--- config.mk ---
export PLATFORM = sky130hd
export DESIGN_NAME = sorted_priority_queue_flat
export DESIGN_NICKNAME = d
export VERILOG_FILES = /design/src/rtl/spq_pkg.sv /design/src/rtl/spq_if.sv /design/src/rtl/sorted_priority_queue.sv /design/src/rtl/spq_ram.sv /design/src/flat_wrapper.sv
export SDC_FILE = /design/constraint.sdc
export NUM_CORES = 2
export LEC_CHECK = 0
export BUFFER_PORTS_ARGS = -buffer_cell sky130_fd_sc_hd__buf_2
export CAP_MARGIN = 10
export CORE_MARGIN = 10
export CORE_UTILIZATION = 55
export CTS_CLUSTER_SIZE = 20
export DETAILED_ROUTE_END_ITERATION = 10
export PLACE_DENSITY_LB_ADDON = 0.25
export SYNTH_ARGS = -nofsm -noshare
export SYNTH_HDL_FRONTEND = slang
export SYNTH_SLANG_ARGS = --single-unit
--- constraint.sdc ---
create_clock -name clk -period 14.5 [get_ports clk]
set_clock_uncertainty 0.2 [all_clocks]
set_input_delay 3.625 -clock clk [delete_from_list [all_inputs] [get_ports clk]]
set_output_delay 3.625 -clock clk [all_outputs]
set_load 0.01 [all_outputs]
--- src/rtl/spq_pkg.sv ---
// shared constants and request codes for the sorted priority queue
package spq_pkg;

	localparam int DEPTH   = 64;
	localparam int KEY_W   = 16;
	localparam int DATA_W  = 32;
	localparam int ENTRY_W = KEY_W + DATA_W;
	localparam int COUNT_W = 7;

	localparam int ADDR_W = $clog2(DEPTH);
	localparam int CNT_W  = $clog2(DEPTH + 1);
	localparam int SUM_W  = $clog2(2 * DEPTH);

	localparam logic [1:0] REQ_INSERT = 2'd0;
	localparam logic [1:0] REQ_POP    = 2'd1;
	localparam logic [1:0] REQ_FLUSH  = 2'd2;

endpackage

--- src/rtl/spq_if.sv ---
// request and result channel interfaces of the sorted priority queue
interface spq_req_if;
	logic                        valid;
	logic                        ready;
	logic [1:0]                  req_type;
	logic [spq_pkg::KEY_W-1:0]   entry_key;
	logic [spq_pkg::DATA_W-1:0]  entry_payload;

	modport source (output valid, output req_type, output entry_key, output entry_payload,
		input ready);
	modport sink (input valid, input req_type, input entry_key, input entry_payload,
		output ready);
endinterface

interface spq_res_if;
	logic                          valid;
	logic                          ready;
	logic                          out_valid;
	logic [spq_pkg::KEY_W-1:0]     out_key;
	logic [spq_pkg::DATA_W-1:0]    out_payload;
	logic                          insert_ok;
	logic [spq_pkg::COUNT_W-1:0]   entry_count;

	modport source (output valid, output out_valid, output out_key, output out_payload,
		output insert_ok, output entry_count, input ready);
	modport sink (input valid, input out_valid, input out_key, input out_payload,
		input insert_ok, input entry_count, output ready);
endinterface

--- src/rtl/sorted_priority_queue.sv ---
// sorted priority queue: entries kept in key order in a circular ram
// req channel: one request per transaction, insert (key and payload),
//   pop of the smallest entry, or flush of all entries
// res channel: exactly one result transaction per request, the popped
//   entry (out_valid, out_key, out_payload), insert_ok and the entry
//   count after the request
// one request is worked on at a time; req.ready is high only while the
//   sequencer is idle; one key comparator is reused every cycle of the search,
//   and one ram port pair serves both the search and the shift
// steps from request accept to result valid, with n entries held
//   flush, unused code, pop on empty, insert into a full queue: straight to done
//   pop, insert into an empty queue: the pop or the write, then done
//   other inserts: compare with the head, then with the tail; in front of
//   the head all n words shift, behind the tail the write follows; in the
//   middle a forward scan finds p, then n - p words shift, each read then written
// req.ready returns with the result, so a new request is not taken before it is valid
// reset clears the count, head pointer, sequencer and result valid;
//   ram contents are not cleared and only words below the count are used
// a stalled receiver holds the result register; the next request may be
//   accepted meanwhile and then waits in the done state until it drains
module sorted_priority_queue (
	input  logic       clk,
	input  logic       arst_n,
	spq_req_if.sink    req,
	spq_res_if.source  res
);

	localparam int AW = spq_pkg::ADDR_W;
	localparam int CW = spq_pkg::CNT_W;
	localparam int SW = spq_pkg::SUM_W;
	localparam int KW = spq_pkg::KEY_W;
	localparam int DW = spq_pkg::DATA_W;

	// sequencer states
	localparam logic [3:0] ST_IDLE  = 4'd0;
	localparam logic [3:0] ST_TAIL  = 4'd1;
	localparam logic [3:0] ST_HEAD  = 4'd2;
	localparam logic [3:0] ST_SCAN  = 4'd3;
	localparam logic [3:0] ST_SH_RD = 4'd4;
	localparam logic [3:0] ST_SH_WR = 4'd5;
	localparam logic [3:0] ST_INS   = 4'd6;
	localparam logic [3:0] ST_POP   = 4'd7;
	localparam logic [3:0] ST_DONE  = 4'd8;

	logic [3:0]    state_q;
	logic [AW-1:0] head_q;
	logic [CW-1:0] count_q;
	logic [CW-1:0] idx_q;
	logic [CW-1:0] pos_q;
	logic          res_valid_q;

	// request fields held for the whole transaction
	logic [KW-1:0] key_q;
	logic [DW-1:0] pay_q;

	// result being built, then the output register
	logic          pend_hit_q;
	logic          pend_ok_q;
	logic [KW-1:0] pend_key_q;
	logic [DW-1:0] pend_pay_q;
	logic          out_hit_q;
	logic          out_ok_q;
	logic [KW-1:0] out_key_q;
	logic [DW-1:0] out_pay_q;
	logic [spq_pkg::COUNT_W-1:0] out_cnt_q;

	// ram and shared comparator
	logic                       we;
	logic [CW-1:0]              rd_idx;
	logic [CW-1:0]              wr_idx;
	logic [spq_pkg::ENTRY_W-1:0] wdata;
	logic [spq_pkg::ENTRY_W-1:0] rdata;
	logic [KW-1:0]              rd_key;
	logic [DW-1:0]              rd_pay;
	logic [KW-1:0]              cmp_a;
	logic [KW-1:0]              cmp_b;
	logic                       ge;
	logic                       req_fire;
	logic                       out_free;
	logic [AW-1:0]              head_next;

	// logical position to ram address, wrapping around the ring
	function automatic logic [AW-1:0] phys(input logic [AW-1:0] head, input logic [CW-1:0] idx);
		logic [SW-1:0] sum;
		sum = SW'(head) + SW'(idx);
		if (sum >= SW'(spq_pkg::DEPTH)) begin
			sum = sum - SW'(spq_pkg::DEPTH);
		end
		return sum[AW-1:0];
	endfunction

	assign rd_key = rdata[DW +: KW];
	assign rd_pay = rdata[DW-1:0];
	assign ge     = cmp_a >= cmp_b;

	assign req.ready = (state_q == ST_IDLE);
	assign req_fire  = req.valid && req.ready;
	assign out_free  = !res_valid_q || res.ready;
	assign head_next = (head_q == AW'(spq_pkg::DEPTH - 1)) ? '0 : head_q + 1'b1;

	// address and operand selection per state
	always_comb begin
		rd_idx = '0;
		we     = 1'b0;
		wr_idx = pos_q;
		wdata  = {key_q, pay_q};
		cmp_a  = key_q;
		cmp_b  = rd_key;
		unique case (state_q)
			ST_IDLE: begin
				// pop and insert both read the head
				rd_idx = '0;
			end
			ST_HEAD: begin
				// tail read for the next compare
				rd_idx = count_q - 1'b1;
				cmp_a  = rd_key;
				cmp_b  = key_q;
			end
			ST_TAIL: begin
				rd_idx = CW'(1);
			end
			ST_SCAN: begin
				rd_idx = idx_q + 1'b1;
				cmp_a  = rd_key;
				cmp_b  = key_q;
			end
			ST_SH_RD: begin
				rd_idx = idx_q - 1'b1;
			end
			ST_SH_WR: begin
				we     = 1'b1;
				wr_idx = idx_q;
				wdata  = rdata;
			end
			ST_INS: begin
				we = 1'b1;
			end
			default: ;
		endcase
	end

	spq_ram #(
		.WIDTH(spq_pkg::ENTRY_W),
		.WORDS(spq_pkg::DEPTH)
	) u_ram (
		.clk  (clk),
		.we   (we),
		.waddr(phys(head_q, wr_idx)),
		.wdata(wdata),
		.raddr(phys(head_q, rd_idx)),
		.rdata(rdata)
	);

	// sequencer and control state
	always_ff @(posedge clk or negedge arst_n) begin
		if (!arst_n) begin
			state_q     <= ST_IDLE;
			head_q      <= '0;
			count_q     <= '0;
			idx_q       <= '0;
			pos_q       <= '0;
			res_valid_q <= 1'b0;
		end else begin
			// result register: load from done, clear once taken
			if (state_q == ST_DONE && out_free) begin
				res_valid_q <= 1'b1;
			end else if (res_valid_q && res.ready) begin
				res_valid_q <= 1'b0;
			end
			unique case (state_q)
				ST_IDLE: begin
					if (req_fire) begin
						case (req.req_type)
							spq_pkg::REQ_INSERT: begin
								if (count_q == CW'(spq_pkg::DEPTH)) begin
									state_q <= ST_DONE;
								end else if (count_q == '0) begin
									pos_q   <= '0;
									state_q <= ST_INS;
								end else begin
									state_q <= ST_HEAD;
								end
							end
							spq_pkg::REQ_POP: begin
								state_q <= (count_q == '0) ? ST_DONE : ST_POP;
							end
							spq_pkg::REQ_FLUSH: begin
								count_q <= '0;
								state_q <= ST_DONE;
							end
							default: begin
								state_q <= ST_DONE;
							end
						endcase
					end
				end
				ST_HEAD: begin
					// key not above the head: goes in front
					if (ge) begin
						pos_q   <= '0;
						idx_q   <= count_q;
						state_q <= ST_SH_RD;
					end else begin
						state_q <= ST_TAIL;
					end
				end
				ST_TAIL: begin
					// key not below the tail: append
					if (ge) begin
						pos_q   <= count_q;
						state_q <= ST_INS;
					end else begin
						idx_q   <= CW'(1);
						state_q <= ST_SCAN;
					end
				end
				ST_SCAN: begin
					// first stored key not below the new key
					if (ge) begin
						pos_q   <= idx_q;
						idx_q   <= count_q;
						state_q <= ST_SH_RD;
					end else begin
						idx_q <= idx_q + 1'b1;
					end
				end
				ST_SH_RD: begin
					state_q <= ST_SH_WR;
				end
				ST_SH_WR: begin
					idx_q   <= idx_q - 1'b1;
					state_q <= (idx_q - 1'b1 == pos_q) ? ST_INS : ST_SH_RD;
				end
				ST_INS: begin
					count_q <= count_q + 1'b1;
					state_q <= ST_DONE;
				end
				ST_POP: begin
					head_q  <= head_next;
					count_q <= count_q - 1'b1;
					state_q <= ST_DONE;
				end
				ST_DONE: begin
					if (out_free) begin
						state_q <= ST_IDLE;
					end
				end
				default: begin
					state_q <= ST_IDLE;
				end
			endcase
		end
	end

	// datapath registers, no reset needed
	always_ff @(posedge clk) begin
		if (req_fire) begin
			key_q      <= req.entry_key;
			pay_q      <= req.entry_payload;
			pend_hit_q <= 1'b0;
			pend_ok_q  <= 1'b0;
			pend_key_q <= '0;
			pend_pay_q <= '0;
		end
		if (state_q == ST_INS) begin
			pend_ok_q <= 1'b1;
		end
		if (state_q == ST_POP) begin
			pend_hit_q <= 1'b1;
			pend_key_q <= rd_key;
			pend_pay_q <= rd_pay;
		end
		if (state_q == ST_DONE && out_free) begin
			out_hit_q <= pend_hit_q;
			out_ok_q  <= pend_ok_q;
			out_key_q <= pend_key_q;
			out_pay_q <= pend_pay_q;
			out_cnt_q <= spq_pkg::COUNT_W'(count_q);
		end
	end

	assign res.valid       = res_valid_q;
	assign res.out_valid   = out_hit_q;
	assign res.out_key     = out_key_q;
	assign res.out_payload = out_pay_q;
	assign res.insert_ok   = out_ok_q;
	assign res.entry_count = out_cnt_q;

endmodule

--- src/rtl/spq_ram.sv ---
// generic single write, single registered read port ram
module spq_ram #(
	parameter int WIDTH = 8,
	parameter int WORDS = 16
) (
	input  logic                     clk,
	input  logic                     we,
	input  logic [$clog2(WORDS)-1:0] waddr,
	input  logic [WIDTH-1:0]         wdata,
	input  logic [$clog2(WORDS)-1:0] raddr,
	output logic [WIDTH-1:0]         rdata
);

	logic [WIDTH-1:0] mem [WORDS];

	always_ff @(posedge clk) begin
		if (we) begin
			mem[waddr] <= wdata;
		end
		rdata <= mem[raddr];
	end

endmodule

--- src/flat_wrapper.sv ---
// flat-port wrapper written by rule: the top's interface ports become plain ports
module sorted_priority_queue_flat 
  (clk, arst_n, req_valid, req_req_type, req_entry_key, req_entry_payload, req_ready, res_valid, res_out_valid, res_out_key, res_out_payload, res_insert_ok, res_entry_count, res_ready);
  spq_req_if req_i ();
  spq_res_if res_i ();
  input  logic clk;
  input  logic arst_n;
  input wire logic [$bits(req_i.valid)-1:0] req_valid;
  input wire logic [$bits(req_i.req_type)-1:0] req_req_type;
  input wire logic [$bits(req_i.entry_key)-1:0] req_entry_key;
  input wire logic [$bits(req_i.entry_payload)-1:0] req_entry_payload;
  output wire logic [$bits(req_i.ready)-1:0] req_ready;
  output wire logic [$bits(res_i.valid)-1:0] res_valid;
  output wire logic [$bits(res_i.out_valid)-1:0] res_out_valid;
  output wire logic [$bits(res_i.out_key)-1:0] res_out_key;
  output wire logic [$bits(res_i.out_payload)-1:0] res_out_payload;
  output wire logic [$bits(res_i.insert_ok)-1:0] res_insert_ok;
  output wire logic [$bits(res_i.entry_count)-1:0] res_entry_count;
  input wire logic [$bits(res_i.ready)-1:0] res_ready;
  assign req_i.valid = req_valid;
  assign req_i.req_type = req_req_type;
  assign req_i.entry_key = req_entry_key;
  assign req_i.entry_payload = req_entry_payload;
  assign req_ready = req_i.ready;
  assign res_valid = res_i.valid;
  assign res_out_valid = res_i.out_valid;
  assign res_out_key = res_i.out_key;
  assign res_out_payload = res_i.out_payload;
  assign res_insert_ok = res_i.insert_ok;
  assign res_entry_count = res_i.entry_count;
  assign res_i.ready = res_ready;
  sorted_priority_queue u_core (.clk(clk), .arst_n(arst_n), .req(req_i), .res(res_i));
endmodule
==> summary.md <==
| Metric | Value |
|---|---|
| Clk Latency, worst-skew pair | 0.97 ns |
| GRT overflow | 0 |
| Largest net degree at the start of global routing | 115 |
| Number of max-cap violations | 0 |
| FF/Latch Area | 98600 um^2 |
| Initial antenna violation count | 9 |
| Post-synth EDFFs | 3225 |
| Switching share of total power | 34.7% |
| Max Freq | 0.144 GHz |
| RSZ-0062 raised after global routing | no |
| Most frequent cells in the layout | edfxtp_1, mux4_2, clkbuf_16 |
| Worst setup EP type | flop |
| Post-Syn Area | 127000 um^2 |
| CTS tree | yes |
| CTS resizes | 0 |
| Share of layout cells above drive strength 1 | 31.1% |
| H-tree Lvls | 5 |
| Commonest non-fill, non-tap cell in the layout | edfxtp_1 |
| Vias in the first global route | 60700 |
| Internal power | 0.0253 W |
| Clk pwr share | 21.5% |
| Final setup fails | 0 |
| Flops & latches, synth | 3307 |
| Gr usage total | 26.3% |
| Post-CTS Hold Buffers | 0 |
| Avg Inst Size Synth | 23.5 um^2 |
| Final worst-path cycle share | 47.8% |
| Max-slew headroom | 14.9% |
| First-pass GRT wire length | 466000 um |
| Uppermost routed layer | met5 |
| Clock root buffer | clkbuf_16 |
| Core area | 230000 um^2 |
| Minimum clock period | 6.93 ns |
| Total Routed Length | 330000 um |
| VDD IR max | 500 uV |
| Cells after DPL | 8451 |
| Final nets | 5847 |
| Worst-margin pin slew | 1.28 ns |
| Yosys cell types | 74 |
| Via count | 60500 |
| Static Leak | 44.5 nW |
| Die height | 500 um |
| DRC | 0 |
| Finished Layout Cells | 9064 |
| Comb pwr share | 47.1% |
| Net Sw Power | 0.0135 W |
| Post-CTS setup buffers | 0 |
| Met3 routed WL | 28700 um |
| Slowest CP cell | dfrtp_1 |
| Starting Density | 55.2% |
| Final hold vios | 0 |
| Cell chain of the critical path | inv_2 > nor3_2 > nand2b_1 > o221ai_1 > fa_4 > buf_4 > buf_4 > mux4_2 > mux4_2 > mux2i_1 > a21oi_2 |
| Syn Inst Count | 5396 |
| Hold Path Class | flop to flop |
| Internal reg-to-reg setup slack | 7.57 ns |
| Cts bufs inserted | 339 |
| Power share of the sequential group | 31.4% |
| Slowest stage delay, CP | 0.86 ns |
| CTS clk-pin slew, worst paths | 0.06 ns |
| Outcome | completed |
| Filler instances | 15100 |
| Final Core Density | 62.2% |
| HPWL after DPL | 181000 um |
| Max Slew Vio Count | 0 |
| Final Wtd Congestion | 0.837 |
| Seq/Total Area, Yosys | 77.8% |
| Synth Flop Type | edfxtp_1 |
| Row cnt | 176 |
| Clock Sink Count | 3307 |
| Vias per cell | 6.67 |
| Drt first-iter violations | 8275 |
| Required time of the worst setup path | 15.09 ns |
| Metal-1 WL | 122000 um |
| Die Area | 250000 um^2 |
| Top Ports | 113 |
| Wire length on met2 | 165000 um |
| Startpoint Class | flop |
| Pwr per Cell Area | 271 nW/um^2 |
| IO buf count | 112 |
| Ys async rst share | 0.968% |
| YS warnings | 0 |
| WL/cell | 36.4 um |
| Final setup margin | 7.57 ns |
| Syn nets | 5468 |
| Die W | 500 um |
| Area occupied by multi-input gates | 27400 um^2 |
| Crit-path max FO | 55 |
| First-pass DRT Iterations | 5 |
| Worst EP arrival | 7.52 ns |
| Layout area overhead | 12.6% |
| Clock tree buffer depth | 4 |
| Routed Antenna Nets | 0 |
| Final TNS setup | 0 ns |
| Setup WS pre-CTS | 7.53 ns |
| Worst Path Class, Setup | flop to flop |
-- worst max-delay path: cells and delay by family, from the launching register on --
kind	cells	cell delay, ns
adder cells (fa/ha/maj)	1	0.74
AND/OR/NAND/NOR	2	0.91
multiplexers	3	1.66
buffers and inverters	3	1.73
AO/OA/AOI/OAI	2	0.47
flip-flops	1	0.86
-- cells in the mapped netlist, types with 32 or more instances --
| master | instances | share of area (%) |
|---|---|---|
| a211oi_1 | 53 | 0.31 |
| a21oi_1 | 62 | 0.24 |
| and2_1 | 49 | 0.24 |
| buf_2 | 106 | 0.42 |
| clkbuf_1 | 136 | 0.40 |
| dfrtp_1 | 32 | 0.63 |
| dfxtp_1 | 50 | 0.79 |
| edfxtp_1 | 3225 | 76 |
| inv_1 | 35 | 0.10 |
| mux2i_1 | 61 | 0.48 |
| mux4_2 | 960 | 17 |
| nand2_1 | 180 | 0.53 |
| nor2_1 | 94 | 0.28 |
| nor2b_1 | 63 | 0.31 |
| o21ai_0 | 33 | 0.13 |
| xnor2_1 | 32 | 0.22 |
-- worst paths after layout --
kind / endpoint / start / cells past startpoint
max: u_core.u_ram.rdata[46] / u_core.state_q[1] / 11
min: u_core.res.out_payload[1] / u_core.pend_pay_q[1] / 0
max reg2reg: u_core.u_ram.rdata[46] / u_core.state_q[1] / 11
min reg2reg: u_core.res.out_payload[1] / u_core.pend_pay_q[1] / 0
max in group asynchronous: u_core.pos_q[2] / arst_n / 1
min in group asynchronous: u_core.res.valid / arst_n / 1
-- flip-flops by register name, indices dropped and copies added (netlist names) --
| name | flops |
|---|---|
| u_core.key_q | 16 |
| u_core.head_q | 6 |
| u_core.count_q | 7 |
| u_core.u_ram.mem | 3072 |
| u_core.pend_key_q | 16 |
| u_core.pend_ok_q | 1 |
| u_core.res.insert_ok | 1 |
| u_core.idx_q | 7 |
| u_core.state_q | 4 |
| u_core.pay_q | 32 |
| u_core.pos_q | 7 |
| u_core.pend_hit_q | 1 |
| u_core.res.out_valid | 1 |
| u_core.pend_pay_q | 32 |
| u_core.res.out_payload | 32 |
| u_core.res.valid | 1 |
| u_core.res.entry_count | 7 |
| u_core.u_ram.rdata | 48 |
| u_core.res.out_key | 16 |
-- routing by layer --
layer,vias to the layer above,track usage [%]
li1,23700,-
met1,32800,35.3
met2,3335,43.0
met3,623,5.07
met4,2,10.3
met5,-,0
-- through the flow --
| stage | instance area (um^2) | power, W | hold WS [ns] |
|---|---|---|---|
| finish | 143000 | 0.0388 | 0.204 |
| global route | 143000 | 0.0402 | 0.219 |
| CTS | 143000 | 0.0391 | 0.197 |
| detailed placement | 132000 | 0.0307 | 0.205 |
| global placement | 132000 | 0.0306 | 0.202 |
| floorplan | 127000 | 0.0253 | 0.200 |
-- area by class of cell --
class | count | share of cell area [%]
diodes | 9 | 0.0158
clock buffers | 455 | 6.52
clock inverters | 140 | 0.861
inverters | 36 | 0.0946
multi-input cells | 1775 | 19.2
flip-flops and latches | 3307 | 69.1
well taps | 3026 | 2.65
repair buffers | 316 | 1.60
-- power by group through the flow --
stage | sequential [W] | clock (W) | combinational [W]
floorplan | 0.0122 | 0 | 0.0132
global placement | 0.0124 | 0 | 0.0182
detailed placement | 0.0124 | 0 | 0.0184
CTS | 0.0122 | 0.00845 | 0.0184
global route | 0.0122 | 0.00883 | 0.0192
finish | 0.0122 | 0.00835 | 0.0183
-- logic make-up (layout without fill, tap and decap cells) --
family                     count (synthesis)  count (layout)  share of synthesized area, %
AOI/OAI and AO/OA                        223             223                          1.19
and+or+nand+nor                          458             458                          1.72
xor gates and xnor gates                  44              44                         0.325
buffers and inverters                    314             947                          1.17
other                                      0               9                             0
DFF                                     3307            3307                          77.8
adders and majority gates                 27              27                         0.261
muxes                                   1023            1023                          17.5
Power figures use the tool's default switching activity.
